File: src/hdl/seqlst_pkg.sv
`timescale 1ns / 1ps
// Shared types and constants for the sequential list table.
// Used by the controller, the datapath and the top level; depends on nothing.
package seqlst_pkg;

   // Fixed widths of the request and response fields.
   localparam int VALUE_W = 32;
   localparam int INDEX_W = 6;
   localparam int COUNT_W = 7;
   localparam int LIMIT_W = 7;

   // Number of entries in the list memory; the field widths above are sized for it.
   localparam int DEPTH = 64;

   // Capacity limit after reset.
   localparam logic [LIMIT_W-1:0] LIMIT_RESET = 7'd64;

   typedef enum logic [1:0] {
      CMD_PUSH   = 2'd0,
      CMD_INSERT = 2'd1,
      CMD_DELETE = 2'd2,
      CMD_FIND   = 2'd3
   } cmd_type;

   typedef enum logic [1:0] {
      STAT_OK       = 2'd0,
      STAT_RANGE    = 2'd1,
      STAT_NOTFOUND = 2'd2,
      STAT_FULL     = 2'd3
   } status_type;

   typedef struct packed {
      cmd_type                    command;
      logic [INDEX_W-1:0]         index;
      logic signed [VALUE_W-1:0]  value;
   } req_type;

   typedef struct packed {
      status_type          status;
      logic [INDEX_W-1:0]  position;
      logic [COUNT_W-1:0]  count;
   } rsp_type;

   // Controller states.
   typedef enum logic [3:0] {
      S_IDLE,
      S_DECODE,
      S_INS_RD,
      S_INS_WR,
      S_INS_PUT,
      S_SRCH_RD,
      S_SRCH_CMP,
      S_DEL_RD,
      S_DEL_WR,
      S_FINISH
   } state_type;

   // Pointer operations.
   typedef enum logic [2:0] {
      PTR_HOLD,
      PTR_ZERO,
      PTR_COUNT_M1,
      PTR_INC,
      PTR_DEC
   } ptr_op_type;

   // Memory write operations.
   typedef enum logic [2:0] {
      WR_NONE,
      WR_PUSH,
      WR_UP,
      WR_DOWN,
      WR_PUT
   } wr_op_type;

   typedef enum logic [1:0] {
      CNT_HOLD,
      CNT_INC,
      CNT_DEC
   } cnt_op_type;

   // Source of the reported position.
   typedef enum logic [1:0] {
      POS_ZERO,
      POS_COUNT,
      POS_IDX,
      POS_PTR
   } pos_sel_type;

   // Commands from the controller to the datapath.
   typedef struct packed {
      logic         latch_req;
      ptr_op_type   ptr_op;
      logic         mem_rd;
      wr_op_type    wr_op;
      cnt_op_type   cnt_op;
      logic         res_set;
      status_type   res_status;
      pos_sel_type  res_pos;
      logic         load_rsp;
   } ctrl_cmd_type;

   // Status from the datapath to the controller.
   typedef struct packed {
      cmd_type  command;
      logic     idx_ge_count;
      logic     full;
      logic     count_zero;
      logic     match;
      logic     ptr_eq_idx;
      logic     ptr_last;
      logic     rsp_free;
   } ctrl_stat_type;

endpackage

File: src/hdl/seqlst_ctrl.sv
`timescale 1ns / 1ps
// Controller state machine of the sequential list table.
// Depends on seqlst_pkg; drives the datapath through command and status structs.
module seqlst_ctrl
   import seqlst_pkg::*;
(
   input  logic          clock,
   input  logic          reset,
   input  logic          req_valid,
   output logic          req_ready,
   input  ctrl_stat_type stat,
   output ctrl_cmd_type  cmd
);

   state_type state_ff;
   state_type state_in;

   // State register.
   always_ff @(posedge clock) begin
      if (reset) begin
         state_ff <= S_IDLE;
      end else begin
         state_ff <= state_in;
      end
   end

   // Next state.
   always_comb begin
      state_in = state_ff;
      unique case (state_ff)
         S_IDLE: begin
            if (req_valid) state_in = S_DECODE;
         end
         S_DECODE: begin
            unique case (stat.command) inside
               CMD_PUSH: state_in = S_FINISH;
               CMD_INSERT: begin
                  if (stat.idx_ge_count || stat.full) state_in = S_FINISH;
                  else state_in = S_INS_RD;
               end
               CMD_DELETE, CMD_FIND: begin
                  if (stat.count_zero) state_in = S_FINISH;
                  else state_in = S_SRCH_RD;
               end
               default: state_in = S_FINISH;
            endcase
         end
         S_INS_RD: state_in = S_INS_WR;
         S_INS_WR: begin
            if (stat.ptr_eq_idx) state_in = S_INS_PUT;
            else state_in = S_INS_RD;
         end
         S_INS_PUT: state_in = S_FINISH;
         S_SRCH_RD: state_in = S_SRCH_CMP;
         S_SRCH_CMP: begin
            if (stat.match) begin
               if (stat.command == CMD_FIND || stat.ptr_last) state_in = S_FINISH;
               else state_in = S_DEL_RD;
            end else if (stat.ptr_last) begin
               state_in = S_FINISH;
            end else begin
               state_in = S_SRCH_RD;
            end
         end
         S_DEL_RD: state_in = S_DEL_WR;
         S_DEL_WR: begin
            if (stat.ptr_last) state_in = S_FINISH;
            else state_in = S_DEL_RD;
         end
         S_FINISH: begin
            if (stat.rsp_free) state_in = S_IDLE;
         end
         default: state_in = S_IDLE;
      endcase
   end

   // Outputs.
   always_comb begin
      req_ready      = 1'b0;
      cmd.latch_req  = 1'b0;
      cmd.ptr_op     = PTR_HOLD;
      cmd.mem_rd     = 1'b0;
      cmd.wr_op      = WR_NONE;
      cmd.cnt_op     = CNT_HOLD;
      cmd.res_set    = 1'b0;
      cmd.res_status = STAT_OK;
      cmd.res_pos    = POS_ZERO;
      cmd.load_rsp   = 1'b0;
      unique case (state_ff)
         S_IDLE: begin
            req_ready     = 1'b1;
            cmd.latch_req = req_valid;
         end
         S_DECODE: begin
            unique case (stat.command) inside
               CMD_PUSH: begin
                  cmd.res_set = 1'b1;
                  if (stat.full) begin
                     cmd.res_status = STAT_FULL;
                  end else begin
                     cmd.wr_op   = WR_PUSH;
                     cmd.cnt_op  = CNT_INC;
                     cmd.res_pos = POS_COUNT;
                  end
               end
               CMD_INSERT: begin
                  // Range is checked before full.
                  if (stat.idx_ge_count) begin
                     cmd.res_set    = 1'b1;
                     cmd.res_status = STAT_RANGE;
                  end else if (stat.full) begin
                     cmd.res_set    = 1'b1;
                     cmd.res_status = STAT_FULL;
                  end else begin
                     cmd.ptr_op = PTR_COUNT_M1;
                  end
               end
               CMD_DELETE, CMD_FIND: begin
                  if (stat.count_zero) begin
                     cmd.res_set    = 1'b1;
                     cmd.res_status = STAT_NOTFOUND;
                  end else begin
                     cmd.ptr_op = PTR_ZERO;
                  end
               end
               default: cmd.ptr_op = PTR_HOLD;
            endcase
         end
         S_INS_RD: cmd.mem_rd = 1'b1;
         S_INS_WR: begin
            cmd.wr_op = WR_UP;
            if (!stat.ptr_eq_idx) cmd.ptr_op = PTR_DEC;
         end
         S_INS_PUT: begin
            cmd.wr_op   = WR_PUT;
            cmd.cnt_op  = CNT_INC;
            cmd.res_set = 1'b1;
            cmd.res_pos = POS_IDX;
         end
         S_SRCH_RD: cmd.mem_rd = 1'b1;
         S_SRCH_CMP: begin
            if (stat.match) begin
               cmd.res_set = 1'b1;
               cmd.res_pos = POS_PTR;
               if (stat.command == CMD_DELETE) begin
                  // Nothing above the match means no shift is needed.
                  if (stat.ptr_last) cmd.cnt_op = CNT_DEC;
                  else cmd.ptr_op = PTR_INC;
               end
            end else if (stat.ptr_last) begin
               cmd.res_set    = 1'b1;
               cmd.res_status = STAT_NOTFOUND;
            end else begin
               cmd.ptr_op = PTR_INC;
            end
         end
         S_DEL_RD: cmd.mem_rd = 1'b1;
         S_DEL_WR: begin
            cmd.wr_op = WR_DOWN;
            if (stat.ptr_last) cmd.cnt_op = CNT_DEC;
            else cmd.ptr_op = PTR_INC;
         end
         S_FINISH: cmd.load_rsp = stat.rsp_free;
         default: req_ready = 1'b0;
      endcase
   end

`ifndef NO_ASSERTIONS
   // An accepted request is always decoded in the next cycle.
   a_accept_decode: assert property (@(posedge clock) disable iff (reset)
      (state_ff == S_IDLE && req_valid) |=> (state_ff == S_DECODE))
      else $error("accepted request not decoded");

   // A finished request leaves once the response slot is free.
   a_finish_idle: assert property (@(posedge clock) disable iff (reset)
      (state_ff == S_FINISH && stat.rsp_free) |=> (state_ff == S_IDLE))
      else $error("finish did not return to idle");

   // A request is latched only at an accepting edge.
   a_latch_handshake: assert property (@(posedge clock) disable iff (reset)
      cmd.latch_req |-> (req_valid && req_ready))
      else $error("request latched without a handshake");
`endif

endmodule

File: src/hdl/seqlst_dp.sv
`timescale 1ns / 1ps
// Datapath of the sequential list table: entry memory, count, pointer,
// capacity register and response register. Depends on seqlst_pkg.
module seqlst_dp
   import seqlst_pkg::*;
(
   input  logic                clock,
   input  logic                reset,
   input  req_type             req_payload,
   output logic                rsp_valid,
   input  logic                rsp_ready,
   output rsp_type             rsp_payload,
   input  logic                csr_wr_en,
   input  logic [LIMIT_W-1:0]  csr_wr_data,
   input  ctrl_cmd_type        cmd,
   output ctrl_stat_type       stat
);

   localparam int AW    = $clog2(DEPTH);
   localparam int CNT_W = $clog2(DEPTH + 1);
   localparam int EW    = (CNT_W > LIMIT_W) ? CNT_W : LIMIT_W;
   localparam logic [CNT_W-1:0] DEPTH_C = CNT_W'(DEPTH);

   logic [VALUE_W-1:0]  mem [DEPTH];
   logic [VALUE_W-1:0]  rdata_ff;
   req_type             req_ff;
   logic [CNT_W-1:0]    count_ff;
   logic [CNT_W-1:0]    count_in;
   logic [CNT_W-1:0]    ptr_ff;
   logic [CNT_W-1:0]    ptr_in;
   logic [LIMIT_W-1:0]  limit_ff;
   status_type          res_status_ff;
   logic [INDEX_W-1:0]  res_pos_ff;
   logic [INDEX_W-1:0]  res_pos_in;
   logic                rsp_valid_ff;
   rsp_type             rsp_ff;

   logic [CNT_W-1:0]    ptr_p1;
   logic [CNT_W-1:0]    ptr_m1;
   logic [CNT_W-1:0]    idx_c;
   logic [EW-1:0]       count_ext;
   logic [EW-1:0]       pos_ext;
   logic                wr_en;
   logic [AW-1:0]       wr_addr;
   logic [VALUE_W-1:0]  wr_data;

   assign ptr_p1    = ptr_ff + 1'b1;
   assign ptr_m1    = ptr_ff - 1'b1;
   assign idx_c     = CNT_W'(req_ff.index);
   assign count_ext = EW'(count_ff);

   // Status toward the controller.
   always_comb begin
      stat.command      = req_ff.command;
      stat.idx_ge_count = EW'(req_ff.index) >= count_ext;
      stat.full         = (count_ext >= EW'(limit_ff)) || (count_ff >= DEPTH_C);
      stat.count_zero   = (count_ff == '0);
      stat.match        = (rdata_ff == req_ff.value);
      stat.ptr_eq_idx   = (ptr_ff == idx_c);
      stat.ptr_last     = (ptr_p1 >= count_ff);
      stat.rsp_free     = !rsp_valid_ff || rsp_ready;
   end

   // Request latch and capacity register.
   always_ff @(posedge clock) begin
      if (cmd.latch_req) req_ff <= req_payload;
   end

   always_ff @(posedge clock) begin
      if (reset) begin
         limit_ff <= LIMIT_RESET;
      end else if (csr_wr_en) begin
         limit_ff <= csr_wr_data;
      end
   end

   // Pointer and count.
   always_comb begin
      case (cmd.ptr_op)
         PTR_ZERO:     ptr_in = '0;
         PTR_COUNT_M1: ptr_in = count_ff - 1'b1;
         PTR_INC:      ptr_in = ptr_p1;
         PTR_DEC:      ptr_in = ptr_m1;
         default:      ptr_in = ptr_ff;
      endcase
      case (cmd.cnt_op)
         CNT_INC: count_in = count_ff + 1'b1;
         CNT_DEC: count_in = count_ff - 1'b1;
         default: count_in = count_ff;
      endcase
   end

   always_ff @(posedge clock) begin
      ptr_ff <= ptr_in;
   end

   always_ff @(posedge clock) begin
      if (reset) begin
         count_ff <= '0;
      end else begin
         count_ff <= count_in;
      end
   end

   // Memory write port selection.
   always_comb begin
      wr_en   = 1'b1;
      wr_addr = ptr_ff[AW-1:0];
      wr_data = rdata_ff;
      case (cmd.wr_op)
         WR_PUSH: begin
            wr_addr = count_ff[AW-1:0];
            wr_data = req_ff.value;
         end
         WR_UP:   wr_addr = ptr_p1[AW-1:0];
         WR_DOWN: wr_addr = ptr_m1[AW-1:0];
         WR_PUT: begin
            wr_addr = idx_c[AW-1:0];
            wr_data = req_ff.value;
         end
         default: wr_en = 1'b0;
      endcase
   end

   // Entry memory: one write and one registered read per cycle.
   always_ff @(posedge clock) begin
      if (wr_en) mem[wr_addr] <= wr_data;
      if (cmd.mem_rd) rdata_ff <= mem[ptr_ff[AW-1:0]];
   end

   // Result held until the response register is loaded.
   always_comb begin
      case (cmd.res_pos)
         POS_COUNT: pos_ext = EW'(count_ff);
         POS_IDX:   pos_ext = EW'(req_ff.index);
         POS_PTR:   pos_ext = EW'(ptr_ff);
         default:   pos_ext = '0;
      endcase
      res_pos_in = pos_ext[INDEX_W-1:0];
   end

   always_ff @(posedge clock) begin
      if (cmd.res_set) begin
         res_status_ff <= cmd.res_status;
         res_pos_ff    <= res_pos_in;
      end
   end

   // Response register.
   always_ff @(posedge clock) begin
      if (reset) begin
         rsp_valid_ff <= 1'b0;
      end else if (cmd.load_rsp) begin
         rsp_valid_ff <= 1'b1;
      end else if (rsp_ready) begin
         rsp_valid_ff <= 1'b0;
      end
   end

   always_ff @(posedge clock) begin
      if (cmd.load_rsp) begin
         rsp_ff.status   <= res_status_ff;
         rsp_ff.position <= res_pos_ff;
         rsp_ff.count    <= count_ext[COUNT_W-1:0];
      end
   end

   assign rsp_valid   = rsp_valid_ff;
   assign rsp_payload = rsp_ff;

`ifndef NO_ASSERTIONS
   // The count never passes the memory depth.
   a_count_bound: assert property (@(posedge clock) disable iff (reset)
      count_ff <= DEPTH_C)
      else $error("count above depth");

   // The count only grows while the memory still has room.
   a_inc_room: assert property (@(posedge clock) disable iff (reset)
      (cmd.cnt_op == CNT_INC) |-> (count_ff < DEPTH_C))
      else $error("count increment at full memory");

   // A response is loaded only into a free slot.
   a_load_free: assert property (@(posedge clock) disable iff (reset)
      cmd.load_rsp |-> (!rsp_valid_ff || rsp_ready))
      else $error("response overwritten");
`endif

endmodule

File: src/hdl/sequential_list_table.sv
`timescale 1ns / 1ps
// Top level of the sequential list table: ordered list with push, insert,
// delete and find. Depends on seqlst_pkg, seqlst_ctrl and seqlst_dp.
//
//   Channel  Ports                                 Direction
//   request  req_valid, req_ready, req_payload     in
//   response rsp_valid, rsp_ready, rsp_payload     out
//   control  csr_wr_en, csr_wr_data                in (capacity limit)
//
// One request is worked at a time; the entry memory sets the pace.
// Insert shifts the entries from the end down to the index up, one read and one write each,
// then puts the value. Find and delete scan from the front; delete shifts the rest down.
// Reset clears the count and sets the capacity limit to 64; entries are not cleared.
// A waiting response holds only the finish step; the next request is taken after it.
module sequential_list_table
   import seqlst_pkg::*;
(
   input  logic                clock,
   input  logic                reset,
   input  logic                req_valid,
   output logic                req_ready,
   input  req_type             req_payload,
   output logic                rsp_valid,
   input  logic                rsp_ready,
   output rsp_type             rsp_payload,
   input  logic                csr_wr_en,
   input  logic [LIMIT_W-1:0]  csr_wr_data
);

   ctrl_cmd_type  cmd;
   ctrl_stat_type stat;

   // Sequencer.
   seqlst_ctrl u_ctrl (
      .clock     (clock),
      .reset     (reset),
      .req_valid (req_valid),
      .req_ready (req_ready),
      .stat      (stat),
      .cmd       (cmd)
   );

   // Storage and arithmetic.
   seqlst_dp u_dp (
      .clock       (clock),
      .reset       (reset),
      .req_payload (req_payload),
      .rsp_valid   (rsp_valid),
      .rsp_ready   (rsp_ready),
      .rsp_payload (rsp_payload),
      .csr_wr_en   (csr_wr_en),
      .csr_wr_data (csr_wr_data),
      .cmd         (cmd),
      .stat        (stat)
   );

endmodule

File: config.mk
export PLATFORM = sky130hd
export DESIGN_NAME = sequential_list_table
export DESIGN_NICKNAME = d
export VERILOG_FILES = /design/src/hdl/seqlst_pkg.sv /design/src/hdl/seqlst_ctrl.sv /design/src/hdl/seqlst_dp.sv /design/src/hdl/sequential_list_table.sv
export SDC_FILE = /design/constraint.sdc
export NUM_CORES = 2
export LEC_CHECK = 0
export BUFFER_PORTS_ARGS = -buffer_cell sky130_fd_sc_hd__buf_4
export CAP_MARGIN = 20
export CORE_ASPECT_RATIO = 0.6
export CORE_UTILIZATION = 45
export DETAILED_ROUTE_END_ITERATION = 10
export HOLD_SLACK_MARGIN = 0.02
export PLACE_DENSITY_LB_ADDON = 0.25
export RECOVER_POWER = 50
export SYNTH_ARGS = -nofsm -noshare
export SYNTH_HDL_FRONTEND = slang
export SYNTH_SLANG_ARGS = --single-unit
File: constraint.sdc
create_clock -name clock -period 11.4 [get_ports clock]
set_input_delay 2.28 -clock clock [delete_from_list [all_inputs] [get_ports clock]]
set_output_delay 2.28 -clock clock [all_outputs]
set_load 0.05 [all_outputs]
==> flow_metrics.tcl <==
set metrics [dict create \
    status "finished, violations left" \
    violations "max-capacitance violations, max-slew violations" \
    num_vias 40700 \
    powerDensity_nw_per_um2 227 \
    met3_length_um 32700 \
    crit_start "u_dp.count_ext[0]" \
    worstMarginPinSlew_ns 4.21 \
    dieArea_um2 189000 \
    io_buffers 68 \
    met2WireLength_um 95400 \
    critPathRequiredTime_ns 11.60 \
    globalplace.congestion 0.877 \
    hold_viol 0 \
    max_cap_violations 18 \
    viasPerCell 6.32 \
    reg2reg_depth 10 \
    crit_path_start_kind "flop" \
    highest_layer "met5" \
    cts_hold_buf 0 \
    wl_met1_um 99200 \
    synth_cells 3613 \
    area_delta_synth_final_pct 12.1 \
    antenna_found_initial 16 \
    cts.sinks 2169 \
    hp-class "reg2reg" \
    cts_tree "done" \
    tns_ns 0 \
    place_ws_ns 5.87 \
    finalNonFillerCells 6448 \
    grt_use_total_pct 24.6 \
    rows 122 \
    core_area_um2 185000 \
    io-pin-count 69 \
    crit_top_cell "clkbuf_1" \
    crit_path_end_kind "flop" \
    reg2reg_slack_ns 3.05 \
    post-place-cells 6100 \
    min_from "u_dp.res_pos_ff[1]" \
    clk_pin_slew_ns 0.07 \
    slowest_stage "clkbuf_1" \
    ys_ff_latch 2169 \
    holdPathEnd "u_dp.rsp_payload[8]" \
    cp_cell_sequence "inv_1, ha_1, nand2b_1, a211oi_1, o21ai_0, nor2_1, nor2_4, clkbuf_1, mux2_1, clkbuf_1" \
    power.leakage_nw 28.9 \
    skew_ns 0.0725 \
    hold_depth 0 \
    timing.rr.end "u_dp.mem[28][2]" \
    overflow 0 \
    cts_buffer_depth 4 \
    post_cts_buffers 0 \
    post-dp-hpwl_um 129000 \
    crit_buf_inv 3 \
    numCtsBuffers 194 \
    initial_core_util_pct 45.5 \
    die_h_um 337 \
    cts-resized-gates 0 \
    critical_path_class "reg2reg" \
    fin_total_pwr_mw 21.4 \
    finalCriticalPeriod_ns 8.35 \
    wl_um 231000 \
    fin_ws_ns 3.05 \
    grt_pass1_wl_um 320000 \
    h-tree-depth 4 \
    seq_area_um2 64900 \
    async_flop_share_pct 0 \
    die_w_um 560 \
    setup_viol 0 \
    antenna_left 0 \
    clkLatencyLatePin_ns 0.86 \
    final_nets 3896 \
    grt_max_degree 154 \
    slew_viol_final 660 \
    cpLargestDelayFamily "buffers and inverters" \
    ys_seq_area_share_pct 77.1 \
    worst_path_largest_cell_delay_ns 1.93 \
    syn_avg_cell_area_um2 23.3 \
    grt_pass1_vias 39300 \
    ir_worst_vdd_v 0.000151 \
    avgRoutedWirePerCell_um 35.8 \
    rsz0062_at_grt "no" \
    arrival_ns 8.55 \
    holdWs_ns 0.427 \
    yosysUniqueCellTypes 72 \
    cp_max_fo 48 \
    final_common_cell "edfxtp_1" \
    dominantRegCellSynth "edfxtp_1" \
    slew_headroom_pct -181 \
    clock.fmax_mhz 120 \
    fillCellCount 14300 \
    route.detailed.drc 0 \
    dr.pass1.iters 6 \
    drt_iter0_drc 6847 \
    multi_input_area_um2 18800 \
    final_layout_size_suffix_gt1_share_pct 29.0 \
    synth_area_um2 84200 \
    r2r-start "u_dp.count_ext[0]" \
    final_cell_mix "2150 x edfxtp_1, 640 x mux4_2, 198 x clkbuf_16" \
    yosys_warnings 0 \
    synth_edf_count 2150 \
    syn_nets 3690 \
    post-route-period-util_pct 73.2 \
    cts-root-buf "clkbuf_16" \
]
==> state kept, by name (all words and copies together) (netlist names) <==
signal,cells
u_dp.mem,2048
u_dp.rdata_ff,32
u_dp.req_ff,32
u_dp.rsp_payload,15
u_dp.count_ext,7
u_dp.limit_ff,7
u_dp.ptr_ff,7
u_dp.idx_c,6
u_dp.res_pos_ff,6
u_ctrl.state_ff,4
u_dp.res_status_ff,2
u_dp.stat,2
u_dp.rsp_valid,1
==> metrics by stage <==
stage / cell area, um2 / utilization (%)
floorplan: 84200 / -
global placement: 88500 / 47.8
detailed placement: 88500 / 47.8
CTS: 94500 / 51.1
global route: 94400 / 51.0
finish: 94400 / 51.0
==> power breakdown <==
group | internal (mW) | switching (mW)
Combinational | 1.69 | 3.30
Clock | 3.54 | 2.87
Sequential | 9.75 | 0.244
Total | 15.0 | 6.41
==> area by class of cell <==
type / count / share of cell area, %
Timing Repair Buffer: 204 / 1.50
Inverter: 26 / 0.111
Multi-Input combinational cell: 1224 / 19.9
Clock inverter: 103 / 0.935
Sequential cell: 2169 / 68.8
Clock buffer: 238 / 5.45
Tap cell: 2480 / 3.29
Antenna cell: 4 / 0.0106
==> how the worst max path moves through the flow <==
stage	to	slack (ns)	cells past startpoint
floorplan	u_dp.mem[18][0]	5.19	11
global placement	u_dp.rdata_ff[14]	5.89	7
detailed placement	u_dp.rdata_ff[14]	5.87	7
CTS	u_dp.rdata_ff[14]	5.87	7
global route	u_dp.mem[24][2]	2.83	10
finish	u_dp.mem[28][2]	3.05	10
==> metal layers <==
metal / vias to the layer above / global-route usage, %
met5: - / 0
met4: 4 / 4.54
met3: 261 / 8.78
met2: 2307 / 33.0
met1: 22200 / 38.6
li1: 15900 / -
==> logic make-up after synthesis <==
logic type      Yosys count  synth area share (%)
flops                  2169                  77.1
mux                     679                  17.6
simple gates            280                  1.72
buf+inv                 220                  1.00
compound gates          184                  1.54
xor+xnor                 56                 0.583
fa+ha+maj                25                 0.372
==> cell usage after synthesis (3+ instances only) <==
library cell / instances / share of area, %
a222oi_1: 4 / 0.048
inv_1: 25 / 0.11
o22ai_1: 8 / 0.059
mux4_2: 640 / 17
or3b_2: 3 / 0.031
ha_1: 25 / 0.37
nand2_1: 74 / 0.33
nand4_1: 6 / 0.045
xnor2_1: 12 / 0.12
nor3b_1: 5 / 0.045
mux2_2: 32 / 0.43
dfxtp_1: 19 / 0.45
nor3_1: 44 / 0.26
or4_1: 4 / 0.036
a22oi_1: 65 / 0.58
a211oi_1: 5 / 0.045
o21a_1: 5 / 0.045
clkbuf_1: 120 / 0.54
and2_1: 4 / 0.030
or3_1: 4 / 0.030
xor2_1: 44 / 0.46
nor2_1: 55 / 0.25
nand3_1: 20 / 0.12
mux2i_1: 7 / 0.083
nand3b_1: 5 / 0.045
buf_2: 15 / 0.089
edfxtp_1: 2150 / 77
nand2b_1: 19 / 0.14
a21oi_1: 27 / 0.16
nor4_1: 15 / 0.11
buf_1: 59 / 0.26
o21ai_0: 23 / 0.14
a21o_1: 6 / 0.054
a32oi_1: 4 / 0.042
nand4b_1: 3 / 0.031
o211ai_1: 7 / 0.062
a31oi_1: 6 / 0.045
nor2b_1: 5 / 0.037
Note: power is estimated with default switching activity, not from simulation.
